## config.mk

```make
export PLATFORM = sky130hd
export DESIGN_NAME = dirty_page_range_coalescer_flat
export DESIGN_NICKNAME = d
export VERILOG_FILES = /design/src/design/dpc_pkg.sv /design/src/design/dpc_req_if.sv /design/src/design/dpc_rsp_if.sv /design/src/design/dpc_cfg_if.sv /design/src/design/dpc_datapath.sv /design/src/design/dpc_ctrl.sv /design/src/design/dirty_page_range_coalescer.sv /design/src/flat_wrapper.sv
export SDC_FILE = /design/constraint.sdc
export NUM_CORES = 1
export LEC_CHECK = 0
export ABC_AREA = 1
export BUFFER_PORTS_ARGS = -buffer_cell sky130_fd_sc_hd__buf_4
export CAP_MARGIN = 25
export CELL_PAD_IN_SITES_DETAIL_PLACEMENT = 1
export CELL_PAD_IN_SITES_GLOBAL_PLACEMENT = 2
export CORE_ASPECT_RATIO = 0.75
export CORE_MARGIN = 2
export CORE_UTILIZATION = 33
export DETAILED_ROUTE_END_ITERATION = 8
export GPL_ROUTABILITY_DRIVEN = 0
export PLACE_DENSITY = 0.86
export SYNTH_ARGS = -nofsm -noshare
export SYNTH_HDL_FRONTEND = slang
export SYNTH_HIERARCHICAL = 1
export SYNTH_SLANG_ARGS = --single-unit
```

## constraint.sdc

```tcl
create_clock -name clk -period 8.65 [get_ports clk]
set_input_delay 0.865 -clock clk [delete_from_list [all_inputs] [get_ports clk]]
set_output_delay 0.865 -clock clk [all_outputs]
set_load 0.01 [all_outputs]
```

## src/design/dpc_pkg.sv

```systemverilog
// shared types and constants of the dirty page range coalescer
// no dependencies
package dpc_pkg;

	localparam int MAX_PAGES = 128;
	localparam int IDX_W     = $clog2(MAX_PAGES);
	localparam int CNT_W     = $clog2(MAX_PAGES + 1);

	localparam int SHIFT_W   = 5;
	localparam int REGION_W  = 24;
	localparam int OFFSET_W  = 23;
	localparam int BYTES_W   = 24;
	localparam int CFG_IDX_W = 1;
	localparam int CFG_DAT_W = 24;
	localparam int PSIZE_W   = 17;
	localparam int FULL_W    = 17;

	localparam logic [SHIFT_W-1:0]  SHIFT_MIN    = 5'd8;
	localparam logic [SHIFT_W-1:0]  SHIFT_MAX    = 5'd16;
	localparam logic [SHIFT_W-1:0]  SHIFT_RESET  = 5'd12;
	localparam logic [REGION_W-1:0] REGION_RESET = 24'd524288;

	localparam logic [CFG_IDX_W-1:0] CFG_PAGE_SHIFT   = 1'b0;
	localparam logic [CFG_IDX_W-1:0] CFG_REGION_BYTES = 1'b1;

	localparam logic ACT_WRITE = 1'b0;
	localparam logic ACT_FLUSH = 1'b1;

	typedef enum logic [1:0] {
		ST_IDLE,
		ST_SCAN,
		ST_FINISH
	} dpc_state_t;

	typedef struct packed {
		logic mark;
		logic start;
		logic step;
		logic emit_last;
		logic clear;
	} dpc_cmd_t;

	typedef struct packed {
		logic any_dirty;
		logic at_end;
		logic run_end;
		logic pend_v;
		logic out_free;
	} dpc_status_t;

endpackage

```

## src/design/dpc_req_if.sv

```systemverilog
// input channel: write notices and flush requests
// depends on dpc_pkg
interface dpc_req_if import dpc_pkg::*; ();
	logic                valid;
	logic                ready;
	logic                action;
	logic [OFFSET_W-1:0] write_offset;

	modport source(output valid, action, write_offset, input ready);
	modport sink(input valid, action, write_offset, output ready);
endinterface

```

## src/design/dpc_rsp_if.sv

```systemverilog
// output channel: coalesced dirty ranges
// depends on dpc_pkg
interface dpc_rsp_if import dpc_pkg::*; ();
	logic                valid;
	logic                ready;
	logic [OFFSET_W-1:0] range_offset;
	logic [BYTES_W-1:0]  range_bytes;
	logic                last_range;

	modport source(output valid, range_offset, range_bytes, last_range, input ready);
	modport sink(input valid, range_offset, range_bytes, last_range, output ready);
endinterface

```

## src/design/dpc_cfg_if.sv

```systemverilog
// configuration write channel
// depends on dpc_pkg
interface dpc_cfg_if import dpc_pkg::*; ();
	logic                 valid;
	logic                 ready;
	logic [CFG_IDX_W-1:0] index;
	logic [CFG_DAT_W-1:0] data;

	modport source(output valid, index, data, input ready);
	modport sink(input valid, index, data, output ready);
endinterface

```

## src/design/dpc_datapath.sv

```systemverilog
// datapath: config registers, dirty bitmap, scan counter, run tracking, output register
// depends on dpc_pkg
module dpc_datapath import dpc_pkg::*; (
	input  logic                 clk,
	input  logic                 arst_n,
	input  dpc_cmd_t             cmd,
	output dpc_status_t          st,
	input  logic [OFFSET_W-1:0]  write_offset,
	input  logic                 cfg_valid,
	input  logic [CFG_IDX_W-1:0] cfg_index,
	input  logic [CFG_DAT_W-1:0] cfg_data,
	output logic                 out_valid,
	input  logic                 out_ready,
	output logic [OFFSET_W-1:0]  range_offset,
	output logic [BYTES_W-1:0]   range_bytes,
	output logic                 last_range
);

	logic [SHIFT_W-1:0]   page_shift_q;
	logic [REGION_W-1:0]  region_bytes_q;
	logic [MAX_PAGES-1:0] map_q;
	logic                 any_dirty_q;
	logic [CNT_W-1:0]     idx_q;
	logic [IDX_W-1:0]     start_q;
	logic                 run_q;
	logic                 pend_v_q;
	logic [OFFSET_W-1:0]  pend_off_q;
	logic [BYTES_W-1:0]   pend_bytes_q;
	logic                 out_v_q;
	logic [OFFSET_W-1:0]  out_off_q;
	logic [BYTES_W-1:0]   out_bytes_q;
	logic                 out_last_q;

	logic [SHIFT_W-1:0]  sh;
	logic [REGION_W-1:0] rmask;
	logic [REGION_W-1:0] quot;
	logic [FULL_W-1:0]   full_pages;
	logic                truly_last;
	logic [CNT_W-1:0]    pages;
	logic [PSIZE_W-1:0]  psize;
	logic [PSIZE_W-1:0]  tail;
	logic [PSIZE_W-1:0]  adj;
	logic [OFFSET_W-1:0] pg;
	logic                hit;
	logic                d;
	logic                at_end;
	logic                run_end;
	logic [CNT_W-1:0]    diff;
	logic [BYTES_W-1:0]  len;
	logic [OFFSET_W-1:0] off_new;
	logic                load;

	// page geometry from the config registers
	always_comb begin
		if (page_shift_q < SHIFT_MIN) begin
			sh = SHIFT_MIN;
		end else if (page_shift_q > SHIFT_MAX) begin
			sh = SHIFT_MAX;
		end else begin
			sh = page_shift_q;
		end
		rmask      = (REGION_W'(1) << sh) - REGION_W'(1);
		quot       = region_bytes_q >> sh;
		full_pages = quot[FULL_W-1:0] + FULL_W'(|(region_bytes_q & rmask));
		truly_last = full_pages <= FULL_W'(MAX_PAGES);
		pages      = truly_last ? full_pages[CNT_W-1:0] : CNT_W'(MAX_PAGES);
		psize      = PSIZE_W'(1) << sh;
		tail       = region_bytes_q[PSIZE_W-1:0] & rmask[PSIZE_W-1:0];
		adj        = (tail == '0) ? '0 : (psize - tail);
	end

	// write notice lookup
	always_comb begin
		pg  = write_offset >> sh;
		hit = ({1'b0, write_offset} < region_bytes_q) && (pg < OFFSET_W'(pages));
	end

	// scan step
	always_comb begin
		d       = (idx_q < pages) && map_q[0];
		at_end  = idx_q == pages;
		run_end = !d && run_q;
		diff    = idx_q - CNT_W'(start_q);
		len     = (BYTES_W'(diff) << sh)
			- ((at_end && truly_last) ? BYTES_W'(adj) : '0);
		off_new = OFFSET_W'(start_q) << sh;
		load    = (cmd.step && run_end && pend_v_q) || cmd.emit_last;
	end

	always_ff @(posedge clk or negedge arst_n) begin
		if (!arst_n) begin
			page_shift_q   <= SHIFT_RESET;
			region_bytes_q <= REGION_RESET;
			map_q          <= '0;
			any_dirty_q    <= 1'b0;
			idx_q          <= '0;
			run_q          <= 1'b0;
			pend_v_q       <= 1'b0;
			out_v_q        <= 1'b0;
		end else begin
			if (cfg_valid) begin
				unique case (cfg_index)
					CFG_PAGE_SHIFT:   page_shift_q   <= cfg_data[SHIFT_W-1:0];
					CFG_REGION_BYTES: region_bytes_q <= cfg_data[REGION_W-1:0];
				endcase
			end
			if (cmd.clear) begin
				map_q       <= '0;
				any_dirty_q <= 1'b0;
			end else if (cmd.mark && hit) begin
				map_q[pg[IDX_W-1:0]] <= 1'b1;
				any_dirty_q          <= 1'b1;
			end else if (cmd.step) begin
				map_q <= map_q >> 1;
			end
			if (cmd.start) begin
				idx_q    <= '0;
				run_q    <= 1'b0;
				pend_v_q <= 1'b0;
			end else if (cmd.step) begin
				idx_q <= idx_q + CNT_W'(1);
				if (d && !run_q) begin
					run_q <= 1'b1;
				end
				if (run_end) begin
					run_q    <= 1'b0;
					pend_v_q <= 1'b1;
				end
			end else if (cmd.emit_last) begin
				pend_v_q <= 1'b0;
			end
			if (load) begin
				out_v_q <= 1'b1;
			end else if (out_ready) begin
				out_v_q <= 1'b0;
			end
		end
	end

	always_ff @(posedge clk) begin
		if (cmd.step && d && !run_q) begin
			start_q <= idx_q[IDX_W-1:0];
		end
		if (cmd.step && run_end) begin
			pend_off_q   <= off_new;
			pend_bytes_q <= len;
		end
		if (load) begin
			out_off_q   <= pend_off_q;
			out_bytes_q <= pend_bytes_q;
			out_last_q  <= cmd.emit_last;
		end
	end

	assign st.any_dirty = any_dirty_q;
	assign st.at_end    = at_end;
	assign st.run_end   = run_end;
	assign st.pend_v    = pend_v_q;
	assign st.out_free  = !out_v_q || out_ready;

	assign out_valid    = out_v_q;
	assign range_offset = out_off_q;
	assign range_bytes  = out_bytes_q;
	assign last_range   = out_last_q;

endmodule

```

## src/design/dpc_ctrl.sv

```systemverilog
// controller state machine: accepts items, sequences the bitmap scan
// depends on dpc_pkg
module dpc_ctrl import dpc_pkg::*; (
	input  logic        clk,
	input  logic        arst_n,
	input  logic        req_valid,
	input  logic        req_action,
	output logic        req_ready,
	input  dpc_status_t st,
	output dpc_cmd_t    cmd
);

	dpc_state_t state_q;
	dpc_state_t state_d;
	logic       stall;

	always_ff @(posedge clk or negedge arst_n) begin
		if (!arst_n) begin
			state_q <= ST_IDLE;
		end else begin
			state_q <= state_d;
		end
	end

	always_comb begin
		state_d   = state_q;
		cmd       = '0;
		req_ready = 1'b0;
		stall     = st.run_end && st.pend_v && !st.out_free;
		unique case (state_q)
			ST_IDLE: begin
				req_ready = 1'b1;
				if (req_valid) begin
					if (req_action == ACT_WRITE) begin
						cmd.mark = 1'b1;
					end else if (st.any_dirty) begin
						cmd.start = 1'b1;
						state_d   = ST_SCAN;
					end else begin
						cmd.clear = 1'b1;
					end
				end
			end
			ST_SCAN: begin
				if (!stall) begin
					cmd.step = 1'b1;
					if (st.at_end) begin
						state_d = ST_FINISH;
					end
				end
			end
			ST_FINISH: begin
				if (!st.pend_v || st.out_free) begin
					cmd.emit_last = st.pend_v;
					cmd.clear     = 1'b1;
					state_d       = ST_IDLE;
				end
			end
			default: begin
				state_d = ST_IDLE;
			end
		endcase
	end

endmodule

```

## src/design/dirty_page_range_coalescer.sv

```systemverilog
// write notice: accepted in the idle state, input stays ready
// flush with a dirty page: input held off while the scan steps over each tracked page,
// the end of scan and the wrap-up, longer while the output register is held by the sink
// a range waits in a pending register until the next run closes or the scan wraps up,
// then leaves through a one-entry output register; bitmap is a shift register
// reset: async active low, page_shift = 12, region_bytes = 524288, bitmap clear
module dirty_page_range_coalescer import dpc_pkg::*; (
	input logic      clk,
	input logic      arst_n,
	dpc_req_if.sink  req,
	dpc_rsp_if.source rsp,
	dpc_cfg_if.sink  cfg
);

	dpc_cmd_t    cmd;
	dpc_status_t st;

	assign cfg.ready = 1'b1;

	dpc_ctrl u_ctrl (
		.clk        (clk),
		.arst_n     (arst_n),
		.req_valid  (req.valid),
		.req_action (req.action),
		.req_ready  (req.ready),
		.st         (st),
		.cmd        (cmd)
	);

	dpc_datapath u_dp (
		.clk          (clk),
		.arst_n       (arst_n),
		.cmd          (cmd),
		.st           (st),
		.write_offset (req.write_offset),
		.cfg_valid    (cfg.valid),
		.cfg_index    (cfg.index),
		.cfg_data     (cfg.data),
		.out_valid    (rsp.valid),
		.out_ready    (rsp.ready),
		.range_offset (rsp.range_offset),
		.range_bytes  (rsp.range_bytes),
		.last_range   (rsp.last_range)
	);

endmodule

```

## src/flat_wrapper.sv

```systemverilog
// flat-port wrapper written by rule: the top's interface ports become plain ports
module dirty_page_range_coalescer_flat import dpc_pkg::*;
  (clk, arst_n, req_valid, req_action, req_write_offset, req_ready, rsp_valid, rsp_range_offset, rsp_range_bytes, rsp_last_range, rsp_ready, cfg_valid, cfg_index, cfg_data, cfg_ready);
  dpc_req_if req_i ();
  dpc_rsp_if rsp_i ();
  dpc_cfg_if cfg_i ();
  input logic clk;
  input logic arst_n;
  input wire logic [$bits(req_i.valid)-1:0] req_valid;
  input wire logic [$bits(req_i.action)-1:0] req_action;
  input wire logic [$bits(req_i.write_offset)-1:0] req_write_offset;
  output wire logic [$bits(req_i.ready)-1:0] req_ready;
  output wire logic [$bits(rsp_i.valid)-1:0] rsp_valid;
  output wire logic [$bits(rsp_i.range_offset)-1:0] rsp_range_offset;
  output wire logic [$bits(rsp_i.range_bytes)-1:0] rsp_range_bytes;
  output wire logic [$bits(rsp_i.last_range)-1:0] rsp_last_range;
  input wire logic [$bits(rsp_i.ready)-1:0] rsp_ready;
  input wire logic [$bits(cfg_i.valid)-1:0] cfg_valid;
  input wire logic [$bits(cfg_i.index)-1:0] cfg_index;
  input wire logic [$bits(cfg_i.data)-1:0] cfg_data;
  output wire logic [$bits(cfg_i.ready)-1:0] cfg_ready;
  assign req_i.valid = req_valid;
  assign req_i.action = req_action;
  assign req_i.write_offset = req_write_offset;
  assign req_ready = req_i.ready;
  assign rsp_valid = rsp_i.valid;
  assign rsp_range_offset = rsp_i.range_offset;
  assign rsp_range_bytes = rsp_i.range_bytes;
  assign rsp_last_range = rsp_i.last_range;
  assign rsp_i.ready = rsp_ready;
  assign cfg_i.valid = cfg_valid;
  assign cfg_i.index = cfg_index;
  assign cfg_i.data = cfg_data;
  assign cfg_ready = cfg_i.ready;
  dirty_page_range_coalescer u_core (.clk(clk), .arst_n(arst_n), .req(req_i), .rsp(rsp_i), .cfg(cfg_i));
endmodule
```

# --- Word level (Yosys, flattened, before mapping) ---
# Index checks and enable logic that the tools add are counted.
op_classes:
  mux: 45
  n_div: 0
  bitwise_logic: 4
  mul: 0
  shifts: 6
  magnitude_cmp: 8
  n_eq_ne: 10
  n_reduce_logical: 35
  addsub: 6
op_table:
  columns: ["operator", "n"]
  rows:
  - ["128-bit two-way mux", 3]
  - ["128-bit bitwise OR", 1]
  - ["17-bit two-way mux", 2]
  - ["24-bit AND", 1]
  - ["23-bit by 24-bit < comparator with 1-bit output", 1]
  - ["8-bit two-way mux", 3]
  - ["24-bit OR reduction", 1]
  - ["1-bit by 5-bit << shifter with 24-bit output (first input constant)", 1]
  - ["8-bit by 5-bit << shifter with 24-bit output", 1]
  - ["24-bit by 5-bit right shift with 17-bit output", 1]
  - ["24-bit by 17-bit subtractor with 24-bit output", 1]
  - ["24-bit by 2-bit subtractor with 24-bit output (second input constant)", 1]
  - ["23-bit by 8-bit < comparator with 1-bit output", 1]
  - ["1-bit two-way mux", 23]
  - ["7-bit by 5-bit << shifter with 23-bit output", 1]
  - ["23-bit by 5-bit right shift with 23-bit output", 1]
  - ["2-bit two-way mux", 9]
  - ["17-bit by 1-bit adder with 17-bit output", 1]
  - ["17-bit AND", 1]
  - ["17-bit by 8-bit <= comparator with 1-bit output (second input constant)", 1]
  - ["17-bit logical NOT", 1]
  - ["1-bit by 5-bit << shifter with 17-bit output (first input constant)", 1]
  - ["17-bit subtractor", 1]
  - ["1-bit logical AND", 13]
  - ["24 further kinds", 43]
totals:
  inputBits: 54
  latchBits: 0
  n_memories: 0
  regBits: 273
  ram_bits: 0
  elab_cells: 129
  out_inout_bits: 51
  rom_bits: 0

# --- Depth between registers and ports, before layout ---
logic_depth:
  depth_word: 22
  mapped_depth: 52
  ltp_nobuf: 48

# --- Hierarchy ---
# The synthesis kept the hierarchy.
modules_own_cells:
  columns: ["mod", "cells_each", "area_per_inst_um2", "n_inst", "seq_area_each_um2"]
  rows:
  - ["dpc_datapath", 2424, 17817.1, 1, 7295.7]
  - ["dpc_ctrl", 31, 192.7, 1, 50.0]
  - ["dirty_page_range_coalescer", 2, 11.3, 1, 0.0]

# --- Worst setup path after synthesis ---
# No wires, ideal clock.
synth_timing:
  path_kind: "register -> register"
  from: "reg u_core.u_dp.page_shift_q[4]"
  to: "reg u_core.u_dp.out_last_q (netlist: u_core/u_dp/last_range), enable pin"
  path_buffers: 6
  period_less_slack_ps: 9001
  stages_incl_launch_ff: 39
  slack_ps: -351
  required_time_ps: 8243
  arrival_ps: 8594
  setup_time_ps: 407
  path_cell_list: "dfrtp_1 buf_6 nor2_4 nand2_1 clkbuf_1 clkbuf_1 clkbuf_1 clkbuf_1 a21oi_1 a211oi_1 o22ai_1 a31oi_1 ha_1 ha_1 nand3_1 nor2_4 nand3_1 nand2_1 [... 3 more ...] nor2_1 nand3_1 nor2_1 nand2_1 ha_1 a21oi_1 o21a_1 o221ai_1 nand2_1 inv_1 buf_4 nand2_1 nor2_1 nor3_1 inv_2 nor2_1 nand2_1 nand2_1"
synth_lines:
  columns: ["element", "line", "rtl"]
  rows:
  - ["start: declaration", "dpc_datapath.sv:19", "logic [SHIFT_W-1:0] page_shift_q;"]
  - ["start signal: assignment", "dpc_datapath.sv:103", "CFG_PAGE_SHIFT: page_shift_q <= cfg_data[SHIFT_W-1:0];"]
  - ["end signal: assignment", "dpc_datapath.sv:151", "out_last_q <= cmd.emit_last;"]
  - ["end: declaration", "dpc_datapath.sv:32", "logic out_last_q;"]

==> metrics <==
top_reg_cell synth=dfrtp_1; DR WL/cell=18.3 um; ant diodes=0; H-tree depth=2; Synth Cell Area=approximately 18000 um2; Vias per Instance=5.27; global router's overall resource usage=21.0%; DRC Markers=0; CTS tree=done; buffers added on ports=about 100; First DRT Iteration DRCs=1361; die height=206 um; Hold Violations, Final=0; Root Buffer=clkbuf_16; final WL=59.9 mm; Area growth syn-to-layout=14.8%; Yosys warnings=6; Post-synth EDFFs=about 100; Synth Instances=2457; DP HPWL=40.8 mm; Top-Level Pins=105; measured slew at the worst slew-check pin=1.02 ns; die width=274 um; number of global-route vias before repair=17500; endpoint kind of the worst setup timing path=flip-flop; VDD IR max=197 uV; share of cells above drive strength 1=9.51%; final core area utilization=38.2%; Crit Path Class=reg -> reg; crit path max-delay cell type=dfstp_2; Max-slew headroom=31.9%; met2 Resource Use GR=between 30% and 40%; most frequent CP cell=nand2_1; sequential share of the synthesized area=40.8%; count leader, synth=nand2_1; setup TNS=0 ns; Clock Latency Late Sink=0.55 ns; WP data arrival=approximately 8.3 ns; Avg Inst Size Synth=7.33 um2; area share of the largest cell type after synthesis=23.3%; top cells by count, synth=nand2_1 (843), nand3_1 (371), dfrtp_1 (168); met3 Usage GRT=3.33%; clk_skew=0.0171 ns; Std-Cell Rows=between 70 and 80; #FFs+latches synth=273; WP data required=8.94 ns; PwrDens=225 nW/um2; Remaining Overflow, GRT=0; fin. max-slew vios=0; antenna violations before repair=0; Synth cell types=49; # Max-Cap Violations=0; status=completed; final setup vio count=0; Tot Pwr=4.66 mW; first-pass GRT wire length=95.8 mm; maximum operating frequency=0.124 GHz; Yosys top cell by area=dfrtp_1; crit path launch type=flip-flop; top cells by area in the synthesized netlist=dfrtp_1 (23%), nand2_1 (18%), edfxtp_1 (17%); Tcrit/Tclk final=93.1%; fin crit period=~8.1 ns; pin count of the biggest net entering global routing=159; crit path max fanout=6; global routing's busiest layer=met2; Leakage=10.1 nW; clock sinks=273; clock buffer depth=3; Final nets=2645; core area=around 54000 um2; CTS clk-pin slew, worst paths=0.06 ns; global-route track usage on met1=30.5%; worst hold path class=in -> async; Pre-antenna DRT Iters=5; ys async rst share=62.6%; Worst Hold Slack=0.284 ns; via count=17200; Die Area=56500 um2; CP max stage delay=0.56 ns; Antenna Violating Nets Remaining=0; TritonCTS buffer count=34; Reg2Reg Depth=46; Initial Utilization=33.3%
==> sequential cells by signal, indices dropped and copies added (netlist names) <==
| register | flops |
|---|---|
| u_core/u_dp/map_q | 128 |
| u_core/u_dp/pend_bytes_q | 24 |
| u_core/u_dp/range_bytes | 24 |
| u_core/u_dp/region_bytes_q | 24 |
| u_core/u_dp/pend_off_q | 23 |
| u_core/u_dp/range_offset | 23 |
| u_core/u_dp/idx_q | 8 |
| u_core/u_dp/start_q | 7 |
| u_core/u_dp/page_shift_q | 5 |
| u_core/u_ctrl/state_q | 2 |
| u_core/u_dp/any_dirty_q | 1 |
| u_core/u_dp/last_range | 1 |
| u_core/u_dp/out_valid | 1 |
| u_core/u_dp/pend_v_q | 1 |
| u_core/u_dp/run_q | 1 |
==> timing repair <==
item | CTS | global route
endpoints found under the hold margin | 0 | 0
hold buffers | 0 | 0
gates resized for setup | 2 | 14
pin swaps | 0 | 3
buffers inserted | 0 | 4
cloned | 0 | 1
endpoints found under the setup margin | 4 | 10
==> power breakdown <==
part | internal, mW | switching [mW] | leakage, nW
logic | 0.502 | 1.26 | 6.43
clock network | 0.800 | 0.591 | 0.507
registers | 1.43 | 0.0734 | 3.21
==> area by class of cell <==
type / instances / area (um2)
Tap cell: 722 / 903
Sequential cell: 273 / 7350
Inverter: 169 / 638
Multi-Input combinational cell: 1897 / 9580
Clock inverter: 11 / 105
Timing Repair Buffer: 144 / 1160
Fill cell: 6682 / 33500
Clock buffer: 51 / 955
==> layer usage <==
layer	share of wire, %	vias up
met4	2.0	0
met2	44	395
met3	5.1	85
li1	-	8280
met5	0	-
met1	49	8460
==> final timing paths <==
| check | to | startpoint | slack, ns |
|---|---|---|---|
| setup reg to reg | u_core/u_dp/pend_bytes_q[22] | u_core/u_dp/page_shift_q[3] | 0.60 |
| max in group asynchronous | u_core/u_dp/region_bytes_q[15] | arst_n | 6.26 |
| hold / removal | u_core/u_dp/map_q[107] | arst_n | 0.28 |
| setup / recovery | u_core/u_dp/pend_bytes_q[22] | u_core/u_dp/page_shift_q[3] | 0.60 |
| min in group clk | u_core/u_dp/range_bytes[12] | u_core/u_dp/pend_bytes_q[12] | 0.42 |
| hold reg to reg | u_core/u_dp/range_bytes[12] | u_core/u_dp/pend_bytes_q[12] | 0.42 |
==> placed cells by master, fill, tap and decap left out, types with 34 or more instances in the layout <==
| master | synthesis | routed |
|---|---|---|
| clkbuf_16 | 0 | 34 |
| o21bai_1 | 131 | 131 |
| o21ai_0 | 91 | 85 |
| edfxtp_1 | 102 | 102 |
| dfrtp_1 | 168 | 168 |
| a21oi_1 | 67 | 65 |
| buf_4 | 13 | 136 |
| nor2_1 | 139 | 133 |
| nand3_1 | 371 | 371 |
| inv_1 | 161 | 160 |
| nand2_1 | 843 | 840 |
| ha_1 | 69 | 69 |
==> through the flow <==
step                      area, um2  instances  worst slack (ns)
after floorplan               18100       2476             0.459
after global placement        19500       3195             0.471
after detailed placement      19500       3198           -0.0705
after CTS                     20600       3260            0.0110
after global routing          20700       3267           -0.0327
final                         20700       3267             0.596
==> cell families (layout without fill, tap and decap cells) <==
| kind of cell | count (synthesis) | after routing | share of synthesized area, % |
|---|---|---|---|
| fa+ha+maj | 72 | 72 | 5.12 |
| buf+inv | 307 | 375 | 7.05 |
| mux | 3 | 3 | 0.167 |
| flops | 273 | 273 | 40.8 |
| other cells | 3 | 22 | 0.0625 |
| xor+xnor | 30 | 30 | 1.46 |
| compound gates | 347 | 347 | 12.2 |
| simple gates | 1422 | 1423 | 33.2 |
==> worst max-delay path: cells and delay by family (launching register included) <==
family,cells,cell delay (ns)
simple gates,23,3.06
compound gates,13,2.16
fa+ha+maj,4,1.18
buf+inv,5,0.63
flops,1,0.56
xor+xnor,1,0.17
No activity file was read; power rests on OpenSTA's default activity.
